**src/rtl/core/dlq_pkg.sv**
```systemverilog
// Shared types, codes and constants of the delta-list timer queue.
package dlq_pkg;

   localparam int QUEUE_DEPTH_DEF = 32;
   localparam int ARG_WIDTH_DEF   = 32;
   localparam int MAX_RESULTS     = 32;

   typedef enum logic [1:0] {
      OP_INSERT = 2'd0,
      OP_REMOVE = 2'd1,
      OP_TICK   = 2'd2,
      OP_EXPIRE = 2'd3
   } opcode_type;

   typedef enum logic [1:0] {
      ST_OK        = 2'd0,
      ST_FULL      = 2'd1,
      ST_NOT_FOUND = 2'd2,
      ST_RSVD      = 2'd3
   } status_type;

   typedef struct packed {
      opcode_type         opcode;
      logic [15:0]        handle;
      logic [31:0]        argument;
      logic signed [31:0] delay_ticks;
   } req_item_type;

   typedef struct packed {
      status_type         status;
      logic               due_flag;
      logic               entry_valid;
      logic [15:0]        out_handle;
      logic [31:0]        out_argument;
      logic signed [31:0] lateness;
      logic               last;
   } rsp_item_type;

   // Signed 33-bit result clamped back into 32 bits.
   function automatic logic signed [31:0] sat32(input logic signed [32:0] v);
      logic signed [31:0] r;
      if (v[32] != v[31]) begin
         r = v[32] ? 32'sh8000_0000 : 32'sh7FFF_FFFF;
      end else begin
         r = v[31:0];
      end
      return r;
   endfunction

endpackage

```
**src/rtl/core/dlq_cell.sv**
```systemverilog
// One storage cell of the queue ring: holds an entry and passes it on when shifted.
module dlq_cell #(
   parameter int ARG_WIDTH = dlq_pkg::ARG_WIDTH_DEF
) (
   input  logic                 clock,
   input  logic                 shift_en,
   input  logic [15:0]          in_handle,
   input  logic [ARG_WIDTH-1:0] in_arg,
   input  logic signed [31:0]   in_delta,
   output logic [15:0]          out_handle,
   output logic [ARG_WIDTH-1:0] out_arg,
   output logic signed [31:0]   out_delta
);

   logic [15:0]          handle_ff;
   logic [ARG_WIDTH-1:0] arg_ff;
   logic signed [31:0]   delta_ff;

   // Payload only, no reset: entries beyond the fill count are never used.
   always_ff @(posedge clock) begin
      if (shift_en) begin
         handle_ff <= in_handle;
         arg_ff    <= in_arg;
         delta_ff  <= in_delta;
      end
   end

   assign out_handle = handle_ff;
   assign out_arg    = arg_ff;
   assign out_delta  = delta_ff;

endmodule

```
**src/rtl/core/dlq_ctrl.sv**
```systemverilog
// Queue controller: handshakes, fill count and the per-cycle edit of the rotating ring.
module dlq_ctrl #(
   parameter int QUEUE_DEPTH = dlq_pkg::QUEUE_DEPTH_DEF,
   parameter int ARG_WIDTH   = dlq_pkg::ARG_WIDTH_DEF,
   localparam int IDX_W      = $clog2(QUEUE_DEPTH),
   localparam int CNT_W      = $clog2(QUEUE_DEPTH + 1)
) (
   input  logic                  clock,
   input  logic                  reset,
   input  logic                  req_valid,
   output logic                  req_ready,
   input  dlq_pkg::req_item_type req_item,
   output logic                  rsp_valid,
   input  logic                  rsp_ready,
   output dlq_pkg::rsp_item_type rsp_item,
   output logic                  shift_en,
   output logic [15:0]           emit_handle,
   output logic [ARG_WIDTH-1:0]  emit_arg,
   output logic signed [31:0]    emit_delta,
   input  logic [15:0]           head_handle,
   input  logic [ARG_WIDTH-1:0]  head_arg,
   input  logic signed [31:0]    head_delta,
   input  logic [15:0]           next_handle,
   input  logic [ARG_WIDTH-1:0]  next_arg,
   input  logic signed [31:0]    next_delta,
   output logic [CNT_W-1:0]      entry_count
);

   localparam int NPOP_W = $clog2(dlq_pkg::MAX_RESULTS + 1);
   localparam logic [IDX_W-1:0] LAST_CYC = IDX_W'(QUEUE_DEPTH - 1);

   typedef enum logic [2:0] {
      S_IDLE = 3'b001,
      S_PASS = 3'b010,
      S_EMIT = 3'b100
   } state_type;

   state_type             state_ff, state_in;
   dlq_pkg::opcode_type   op_ff, op_in;
   logic [IDX_W-1:0]      cyc_ff, cyc_in;
   logic [CNT_W-1:0]      count_ff, count_in;
   logic                  done_ff, done_in;
   logic                  walk_ff, walk_in;
   logic                  due_ff, due_in;
   logic signed [31:0]    t_ff, t_in;
   logic [15:0]           key_h_ff, key_h_in;
   logic [ARG_WIDTH-1:0]  key_a_ff, key_a_in;
   logic [15:0]           car_h_ff, car_h_in;
   logic [ARG_WIDTH-1:0]  car_a_ff, car_a_in;
   logic signed [31:0]    car_d_ff, car_d_in;
   logic [NPOP_W-1:0]     npop_ff, npop_in;
   dlq_pkg::rsp_item_type res_ff, res_in;
   logic                  rsp_valid_ff, rsp_valid_in;
   dlq_pkg::rsp_item_type rsp_item_ff, rsp_item_in;

   logic [ARG_WIDTH-1:0]  req_arg;
   logic [31:0]           head_arg32;
   logic                  head_v, next_v, head_due, more;
   logic signed [31:0]    dec_delta;
   dlq_pkg::rsp_item_type pop_res;

   // Argument width conversion between ports and storage
   generate
      if (ARG_WIDTH >= 32) begin : g_wide
         assign req_arg    = ARG_WIDTH'(req_item.argument);
         assign head_arg32 = head_arg[31:0];
      end else begin : g_narrow
         assign req_arg    = req_item.argument[ARG_WIDTH-1:0];
         assign head_arg32 = {{(32 - ARG_WIDTH){1'b0}}, head_arg};
      end
   endgenerate

   // Position of the pass against the fill count
   assign head_v    = {1'b0, cyc_ff} < {1'b0, count_ff};
   assign next_v    = ({1'b0, cyc_ff} + 1'b1) < {1'b0, count_ff};
   assign head_due  = (count_ff != '0) && (head_delta <= 0);
   assign dec_delta = dlq_pkg::sat32({head_delta[31], head_delta} - 33'sd1);
   assign more      = (op_ff == dlq_pkg::OP_EXPIRE) && res_ff.entry_valid && head_due &&
                      (npop_ff < NPOP_W'(dlq_pkg::MAX_RESULTS));

   always_comb begin
      pop_res              = '0;
      pop_res.entry_valid  = 1'b1;
      pop_res.out_handle   = head_handle;
      pop_res.out_argument = head_arg32;
      pop_res.lateness     = head_delta;
   end

   always_comb begin
      state_in     = state_ff;
      op_in        = op_ff;
      cyc_in       = cyc_ff;
      count_in     = count_ff;
      done_in      = done_ff;
      walk_in      = walk_ff;
      due_in       = due_ff;
      t_in         = t_ff;
      key_h_in     = key_h_ff;
      key_a_in     = key_a_ff;
      car_h_in     = car_h_ff;
      car_a_in     = car_a_ff;
      car_d_in     = car_d_ff;
      npop_in      = npop_ff;
      res_in       = res_ff;
      rsp_valid_in = rsp_valid_ff;
      rsp_item_in  = rsp_item_ff;
      shift_en     = 1'b0;
      emit_handle  = head_handle;
      emit_arg     = head_arg;
      emit_delta   = head_delta;

      if (rsp_valid_ff && rsp_ready) begin
         rsp_valid_in = 1'b0;
      end

      case (state_ff)
         S_IDLE: begin
            if (req_valid) begin
               op_in    = req_item.opcode;
               key_h_in = req_item.handle;
               key_a_in = req_arg;
               t_in     = (req_item.delay_ticks <= 0) ? 32'sd1 : req_item.delay_ticks;
               cyc_in   = '0;
               done_in  = 1'b0;
               walk_in  = 1'b1;
               due_in   = 1'b0;
               npop_in  = '0;
               res_in   = '0;
               state_in = S_PASS;
               case (req_item.opcode)
                  dlq_pkg::OP_INSERT: begin
                     if (count_ff >= CNT_W'(QUEUE_DEPTH)) begin
                        res_in.status = dlq_pkg::ST_FULL;
                        state_in      = S_EMIT;
                     end
                  end
                  dlq_pkg::OP_EXPIRE: begin
                     if (head_due) begin
                        res_in  = pop_res;
                        npop_in = NPOP_W'(1);
                     end else begin
                        state_in = S_EMIT;
                     end
                  end
                  default: ;
               endcase
            end
         end

         S_PASS: begin
            shift_en = 1'b1;
            case (op_ff)
               // Walk past earlier entries, then drop in the new one and delay the rest
               dlq_pkg::OP_INSERT: begin
                  if (done_ff) begin
                     emit_handle = car_h_ff;
                     emit_arg    = car_a_ff;
                     emit_delta  = car_d_ff;
                     car_h_in    = head_handle;
                     car_a_in    = head_arg;
                     car_d_in    = head_delta;
                  end else if (head_v && head_delta < t_ff) begin
                     if (head_delta > 0) begin
                        t_in = t_ff - head_delta;
                     end
                  end else begin
                     emit_handle = key_h_ff;
                     emit_arg    = key_a_ff;
                     emit_delta  = t_ff;
                     car_h_in    = head_handle;
                     car_a_in    = head_arg;
                     car_d_in    = head_delta - t_ff;
                     done_in     = 1'b1;
                  end
               end
               // Close the gap by reading one cell ahead
               dlq_pkg::OP_REMOVE, dlq_pkg::OP_EXPIRE: begin
                  if (done_ff) begin
                     emit_handle = next_handle;
                     emit_arg    = next_arg;
                     emit_delta  = next_delta;
                  end else if ((op_ff == dlq_pkg::OP_EXPIRE) ? (cyc_ff == '0) :
                               (head_v && head_handle == key_h_ff && head_arg == key_a_ff)) begin
                     done_in     = 1'b1;
                     emit_handle = next_handle;
                     emit_arg    = next_arg;
                     emit_delta  = next_delta;
                     if (op_ff == dlq_pkg::OP_REMOVE && next_v && head_delta > 0) begin
                        emit_delta = dlq_pkg::sat32({next_delta[31], next_delta} +
                                                    {head_delta[31], head_delta});
                     end
                  end
               end
               // Decrement the head and any overdue run behind it
               default: begin
                  if (walk_ff && head_v) begin
                     emit_delta = dec_delta;
                     if (dec_delta > 0) begin
                        walk_in = 1'b0;
                     end else begin
                        due_in = 1'b1;
                        if (dec_delta == 0) begin
                           walk_in = 1'b0;
                        end
                     end
                  end
               end
            endcase

            cyc_in = cyc_ff + 1'b1;
            if (cyc_ff == LAST_CYC) begin
               cyc_in   = '0;
               state_in = S_EMIT;
               case (op_ff)
                  dlq_pkg::OP_INSERT: count_in = count_ff + 1'b1;
                  dlq_pkg::OP_REMOVE: begin
                     if (done_in) begin
                        count_in = count_ff - 1'b1;
                     end else begin
                        res_in.status = dlq_pkg::ST_NOT_FOUND;
                     end
                  end
                  dlq_pkg::OP_TICK: res_in.due_flag = due_in;
                  default: count_in = count_ff - 1'b1;
               endcase
            end
         end

         S_EMIT: begin
            if (!rsp_valid_ff || rsp_ready) begin
               rsp_valid_in     = 1'b1;
               rsp_item_in      = res_ff;
               rsp_item_in.last = !more;
               if (more) begin
                  res_in   = pop_res;
                  npop_in  = npop_ff + 1'b1;
                  done_in  = 1'b0;
                  cyc_in   = '0;
                  state_in = S_PASS;
               end else begin
                  state_in = S_IDLE;
               end
            end
         end

         default: state_in = S_IDLE;
      endcase
   end

   // Control state
   always_ff @(posedge clock) begin
      if (reset) begin
         state_ff     <= S_IDLE;
         count_ff     <= '0;
         cyc_ff       <= '0;
         rsp_valid_ff <= 1'b0;
      end else begin
         state_ff     <= state_in;
         count_ff     <= count_in;
         cyc_ff       <= cyc_in;
         rsp_valid_ff <= rsp_valid_in;
      end
   end

   // Working registers of the current item
   always_ff @(posedge clock) begin
      op_ff       <= op_in;
      done_ff     <= done_in;
      walk_ff     <= walk_in;
      due_ff      <= due_in;
      t_ff        <= t_in;
      key_h_ff    <= key_h_in;
      key_a_ff    <= key_a_in;
      car_h_ff    <= car_h_in;
      car_a_ff    <= car_a_in;
      car_d_ff    <= car_d_in;
      npop_ff     <= npop_in;
      res_ff      <= res_in;
      rsp_item_ff <= rsp_item_in;
   end

   assign req_ready   = (state_ff == S_IDLE);
   assign rsp_valid   = rsp_valid_ff;
   assign rsp_item    = rsp_item_ff;
   assign entry_count = count_ff;

endmodule

```
**src/rtl/core/delta_list_timer_queue.sv**
```systemverilog
// Top level of the delta-list timer queue: controller plus a ring of entry cells.
//
// Usage: items enter on req_valid/req_ready carrying an opcode (insert, remove,
// tick, expire), handle, argument and delay. Results leave on rsp_valid/rsp_ready.
// Insert, remove and tick give one result each. Expire gives one result per popped
// due entry (up to 32), or a single empty result, with last set on the final one.
// Entries live in a ring of QUEUE_DEPTH cells that rotates one place per cycle
// while an item's pass is under way. Every insert, remove and tick (and every
// expire pop) makes one full turn of the ring before its result is issued.
// A full insert or an expire with nothing due skips the turn.
// req_ready is high only between items. A result waits in the output register
// while the receiver stalls; an expire with more due entries holds until the
// previous result is taken. Reset empties the queue.
module delta_list_timer_queue #(
   parameter int QUEUE_DEPTH = dlq_pkg::QUEUE_DEPTH_DEF,
   parameter int ARG_WIDTH   = dlq_pkg::ARG_WIDTH_DEF
) (
   input  logic                  clock,
   input  logic                  reset,
   input  logic                  req_valid,
   output logic                  req_ready,
   input  dlq_pkg::req_item_type req_item,
   output logic                  rsp_valid,
   input  logic                  rsp_ready,
   output dlq_pkg::rsp_item_type rsp_item
);

   localparam int CNT_W = $clog2(QUEUE_DEPTH + 1);

   logic                 shift_en;
   logic [15:0]          emit_handle;
   logic [ARG_WIDTH-1:0] emit_arg;
   logic signed [31:0]   emit_delta;
   logic [CNT_W-1:0]     entry_count;

   logic [15:0]          cell_handle [QUEUE_DEPTH];
   logic [ARG_WIDTH-1:0] cell_arg    [QUEUE_DEPTH];
   logic signed [31:0]   cell_delta  [QUEUE_DEPTH];

   dlq_ctrl #(
      .QUEUE_DEPTH(QUEUE_DEPTH),
      .ARG_WIDTH  (ARG_WIDTH)
   ) u_ctrl (
      .clock      (clock),
      .reset      (reset),
      .req_valid  (req_valid),
      .req_ready  (req_ready),
      .req_item   (req_item),
      .rsp_valid  (rsp_valid),
      .rsp_ready  (rsp_ready),
      .rsp_item   (rsp_item),
      .shift_en   (shift_en),
      .emit_handle(emit_handle),
      .emit_arg   (emit_arg),
      .emit_delta (emit_delta),
      .head_handle(cell_handle[0]),
      .head_arg   (cell_arg[0]),
      .head_delta (cell_delta[0]),
      .next_handle(cell_handle[1]),
      .next_arg   (cell_arg[1]),
      .next_delta (cell_delta[1]),
      .entry_count(entry_count)
   );

   // Ring of cells: each takes its upper neighbor, the top one takes the controller
   generate
      for (genvar i = 0; i < QUEUE_DEPTH; i++) begin : g_cell
         if (i == QUEUE_DEPTH - 1) begin : g_top
            dlq_cell #(.ARG_WIDTH(ARG_WIDTH)) u_cell (
               .clock     (clock),
               .shift_en  (shift_en),
               .in_handle (emit_handle),
               .in_arg    (emit_arg),
               .in_delta  (emit_delta),
               .out_handle(cell_handle[i]),
               .out_arg   (cell_arg[i]),
               .out_delta (cell_delta[i])
            );
         end else begin : g_mid
            dlq_cell #(.ARG_WIDTH(ARG_WIDTH)) u_cell (
               .clock     (clock),
               .shift_en  (shift_en),
               .in_handle (cell_handle[i+1]),
               .in_arg    (cell_arg[i+1]),
               .in_delta  (cell_delta[i+1]),
               .out_handle(cell_handle[i]),
               .out_arg   (cell_arg[i]),
               .out_delta (cell_delta[i])
            );
         end
      end
   endgenerate

   // Fill count never passes the ring size
   assert property (@(posedge clock) disable iff (reset)
      entry_count <= CNT_W'(QUEUE_DEPTH))
      else $error("queue fill count beyond depth");

   // An accepted item keeps the input closed in the next cycle
   assert property (@(posedge clock) disable iff (reset)
      req_valid && req_ready |=> !req_ready)
      else $error("input reopened right after accept");

   // A non-final result means the same item is still being worked on
   assert property (@(posedge clock) disable iff (reset)
      rsp_valid && rsp_ready && !rsp_item.last |-> !req_ready)
      else $error("input open while expire results are pending");

   // Ring only turns while the input is closed
   assert property (@(posedge clock) disable iff (reset)
      shift_en |-> !req_ready)
      else $error("ring rotating while idle");

endmodule

```
**config.mk**
```make
export PLATFORM = sky130hd
export DESIGN_NAME = delta_list_timer_queue
export DESIGN_NICKNAME = d
export VERILOG_FILES = /design/src/rtl/core/dlq_pkg.sv /design/src/rtl/core/dlq_cell.sv /design/src/rtl/core/dlq_ctrl.sv /design/src/rtl/core/delta_list_timer_queue.sv
export SDC_FILE = /design/constraint.sdc
export NUM_CORES = 2
export LEC_CHECK = 0
export ABC_AREA = 1
export BUFFER_PORTS_ARGS = -buffer_cell sky130_fd_sc_hd__buf_4
export CORE_UTILIZATION = 44
export DETAILED_ROUTE_END_ITERATION = 10
export HOLD_SLACK_MARGIN = 0.1
export PLACE_DENSITY = 0.7
export RECOVER_POWER = 100
export REMOVE_ABC_BUFFERS = 1
export SLEW_MARGIN = 20
export SYNTH_ARGS = -nofsm -noshare
export SYNTH_HDL_FRONTEND = slang
export SYNTH_SLANG_ARGS = --single-unit
```
**constraint.sdc**
```tcl
create_clock -name clock -period 327 [get_ports clock]
set_clock_uncertainty 0.1 [all_clocks]
set_input_delay 65.4 -clock clock [delete_from_list [all_inputs] [get_ports clock]]
set_output_delay 65.4 -clock clock [all_outputs]
set_load 0.01 [all_outputs]
```
==> results.md <==
* Post-CTS Setup Inserts at 0
* Sink Count at 2,915
* Yosys warning total at 0
* Register area at 0.08738 mm^2
* Vias in the first global route at 49.84k
* TritonCTS clock tree: done
* Global-route wire length before repair at 326.2 mm
* Slowest cell on the critical path: clkbuf_1
* Max IR drop VDD at 0.000005218 V
* Fillers at 18.87k
* Setup_tns at 0 ps
* Seq/Total Area, Yosys at 84.71%
* Vias per cell at 5.085
* Minimum clock period at 70,830 ps
* IO Pins at 173
* Netlist cell types at 58
* Antenna violations before repair at 10
* Final Hold Fails at 0
* Ranking of synthesized cells by area: edfxtp_1 (84%), nand2_1 (3.4%), nor2_1 (2.0%)
* Design area at 0.1169 mm^2
* Top cell type's share of synthesized area at 84.42%
* Commonest cells after routing, fill and taps aside: edfxtp_1 (2,900), nand2_1 (951), nor2_1 (552)
* Compound-Gate Fraction of Synth Area at 3.880%
* CP endpoint kind: register
* Register bit total from synthesis at 2,915
* Syn Inst Count at 6,175
* Outcome: finished with violations
* Worst stage delay on the critical path at 3030 ps
* Crit path cell chain: clkbuf_4 -> nor2_1 -> o31ai_1 -> clkbuf_1 -> clkbuf_1
* Commonest non-fill, non-tap cell in the layout: edfxtp_1
* Xor/xnor cell area share of the yosys netlist at 0.8321%
* Critical path class: in -> reg
* Largest net degree at the start of global routing at 212
* I/O Buffers at 172
* WP data arrival at 71,110 ps
* Rows at 177
* Average wire per standard cell at 22.35 um
* Max Freq at 0.01412 GHz
* Routed Antenna Nets at 0
* Final setup violation count at 0
* Worst Max-Slew Pin Slew at 10,510 ps
* Adder-Cell Fraction of Synth Area at 1.509%
* # nets final at 6,773
* Num CTS Buffers at 301
* Clock Pin Slew Worst Setup and Hold Paths at 60 ps
* Mux cell area share after synthesis at 0%
* Post-Syn Area at 0.1032 mm^2
* Post-Synth Simple-Gate Area at 6.902%
* Synthesized area per cell at 16.70 um^2
* Root buf cell: clkbuf_16
* Main combinational cell family by area after synthesis: simple AND/OR/NAND/NOR gates
* Core Footprint at 0.2328 mm^2
* Leading area contributor after synthesis: edfxtp_1
* CTS HTree Levels at 5
* Crit path required time at 327,280 ps
* Final Max Slew Viols at 3,374
* Max-cap violations at 45
* Area after DPL at 0.1083 mm^2
* GRT Residual Overflow at 0
* Vias at 50.46k
* Period utilization at 21.66%
* # DRC at 0
* Initial Utilization at 44.32%
* Pwr Density at 8.036 mW/mm^2
* GRT Util Overall at 18.77%
* Gp weighted congestion at 0.9551
* Violated checks: capacitance limit, slew limit
* RSZ-0062 raised after global routing: false
* EDFF count, synth at 2,900
* Die Y-Extent at 486.2 um
* R2R Setup Slk at 301,510 ps
* CP Launch Type: input port
* Hold_buf cts at 0
* Dpl hpwl at 139.1 mm
* Ys flop type: edfxtp_1
* Max Fanout on Critical Path at 49
* Area grow syn2layout at 13.35%
* Share of post-route cells with drive strength above 1 at 8.533%
* Async set-reset flop share out of synthesis at 0%
* Clk Latency, worst-skew pair at 930 ps
* Die ar. at 0.2364 mm^2
* DRT iter0 DRCs at 4,720
* Area occupied by multi-input gates at 0.01351 mm^2
* Top cell by count, worst path: clkbuf_1
* Total iterations of the first detailed-routing run at 5
* Normalized max-slew margin at -600.4%
* Post-CTS sizing at 0
* Static Leak at 39.72 nW
* Final wirelength at 221.8 mm
* Die width at 486.2 um
* HP Class: reg -> reg
* Longest Clk Path Bufs at 4
==> worst paths after layout <==
kind,from,end,cells after the start
max reg2reg,u_ctrl.state_ff[1]$_SDFFE_PP0P_,g_cell[12].g_mid.u_cell.out_handle[7]$_DFFE_PP_,9
max,rsp_ready,u_ctrl.res_ff[58]$_DFFE_PP_,5
min reg2reg,g_cell[15].g_mid.u_cell.out_delta[7]$_DFFE_PP_,g_cell[14].g_mid.u_cell.out_delta[7]$_DFFE_PP_,0
min,g_cell[15].g_mid.u_cell.out_delta[7]$_DFFE_PP_,g_cell[14].g_mid.u_cell.out_delta[7]$_DFFE_PP_,0
==> power by group <==
part / switching, mW / internal, mW
Combinational: 0.0949 / 0.0265
Clock: 0.139 / 0.187
Sequential: 0.0204 / 0.471
==> logic make-up after synthesis <==
logic type      after synthesis
buf+inv                     553
compound gates              725
xor+xnor                     98
fa+ha+maj                   122
simple gates               1762
flops                      2915
==> metrics by stage <==
step	utilization, %	hold WS, ps	std cells	power [mW]	setup WS, ps
CTS	50.50	248.3	9906	0.9444	259260
finish	50.23	253.4	9922	0.9396	256170
global placement	46.51	300.2	9394	0.6140	258280
global route	50.23	252.2	9922	0.9754	255930
floorplan	-	300.3	6020	0.8231	39080
detailed placement	46.51	304.5	9394	0.6156	258290
==> synth_stat cells, types with 30 or more instances <==
cell type / number
a21oi_1: 270
buf_2: 30
clkbuf_1: 97
edfxtp_1: 2900
ha_1: 118
inv_1: 379
nand2_1: 947
nand3_1: 141
nor2_1: 553
o211ai_1: 59
o21ai_0: 204
o21ai_1: 112
xor2_1: 79
==> final cells by class <==
class | instances | area share [%]
timing repair buffer | 242 | 1.108
clock buffer | 352 | 6.651
tap | 3132 | 3.352
multi-input combinational | 2707 | 11.56
clock inverter | 160 | 1.280
sequential | 2915 | 74.74
inverter | 398 | 1.284
antenna | 16 | 0.03424
==> registers in the layout (all words and copies together), names as in the netlist, 6 cells and up <==
name / flops
g_cell.g_top.u_cell.out_arg: 32
g_cell.g_top.u_cell.out_delta: 32
g_cell.g_mid.u_cell.out_handle: 496
u_ctrl.car_a_ff: 32
u_ctrl.car_h_ff: 16
u_ctrl.key_h_ff: 16
u_ctrl.car_d_ff: 32
u_ctrl.t_ff: 32
u_ctrl.entry_count: 6
g_cell.g_mid.u_cell.out_arg: 992
u_ctrl.key_a_ff: 32
g_cell.g_top.u_cell.out_handle: 16
g_cell.g_mid.u_cell.out_delta: 992
u_ctrl.rsp_item: 85
u_ctrl.res_ff: 84
u_ctrl.npop_ff: 6
==> worst max-delay path, delay by kind of cell <==
kind	cells	cell delay (ps)
buffers and inverters	3	4950
AND/OR/NAND/NOR	1	70
AO/OA/AOI/OAI	1	580
==> per-layer routing <==
| layer | routed length [um] | up-vias | global-route usage, % |
|---|---|---|---|
| li1 | - | 23261 | - |
| met4 | 9941 | 0 | 8.363 |
| met5 | 0 | - | 0 |
| met3 | 11340 | 463 | 2.817 |
| met2 | 106100 | 1581 | 30.19 |
| met1 | 94440 | 25151 | 25.41 |
Power figures use the tool's default switching activity.
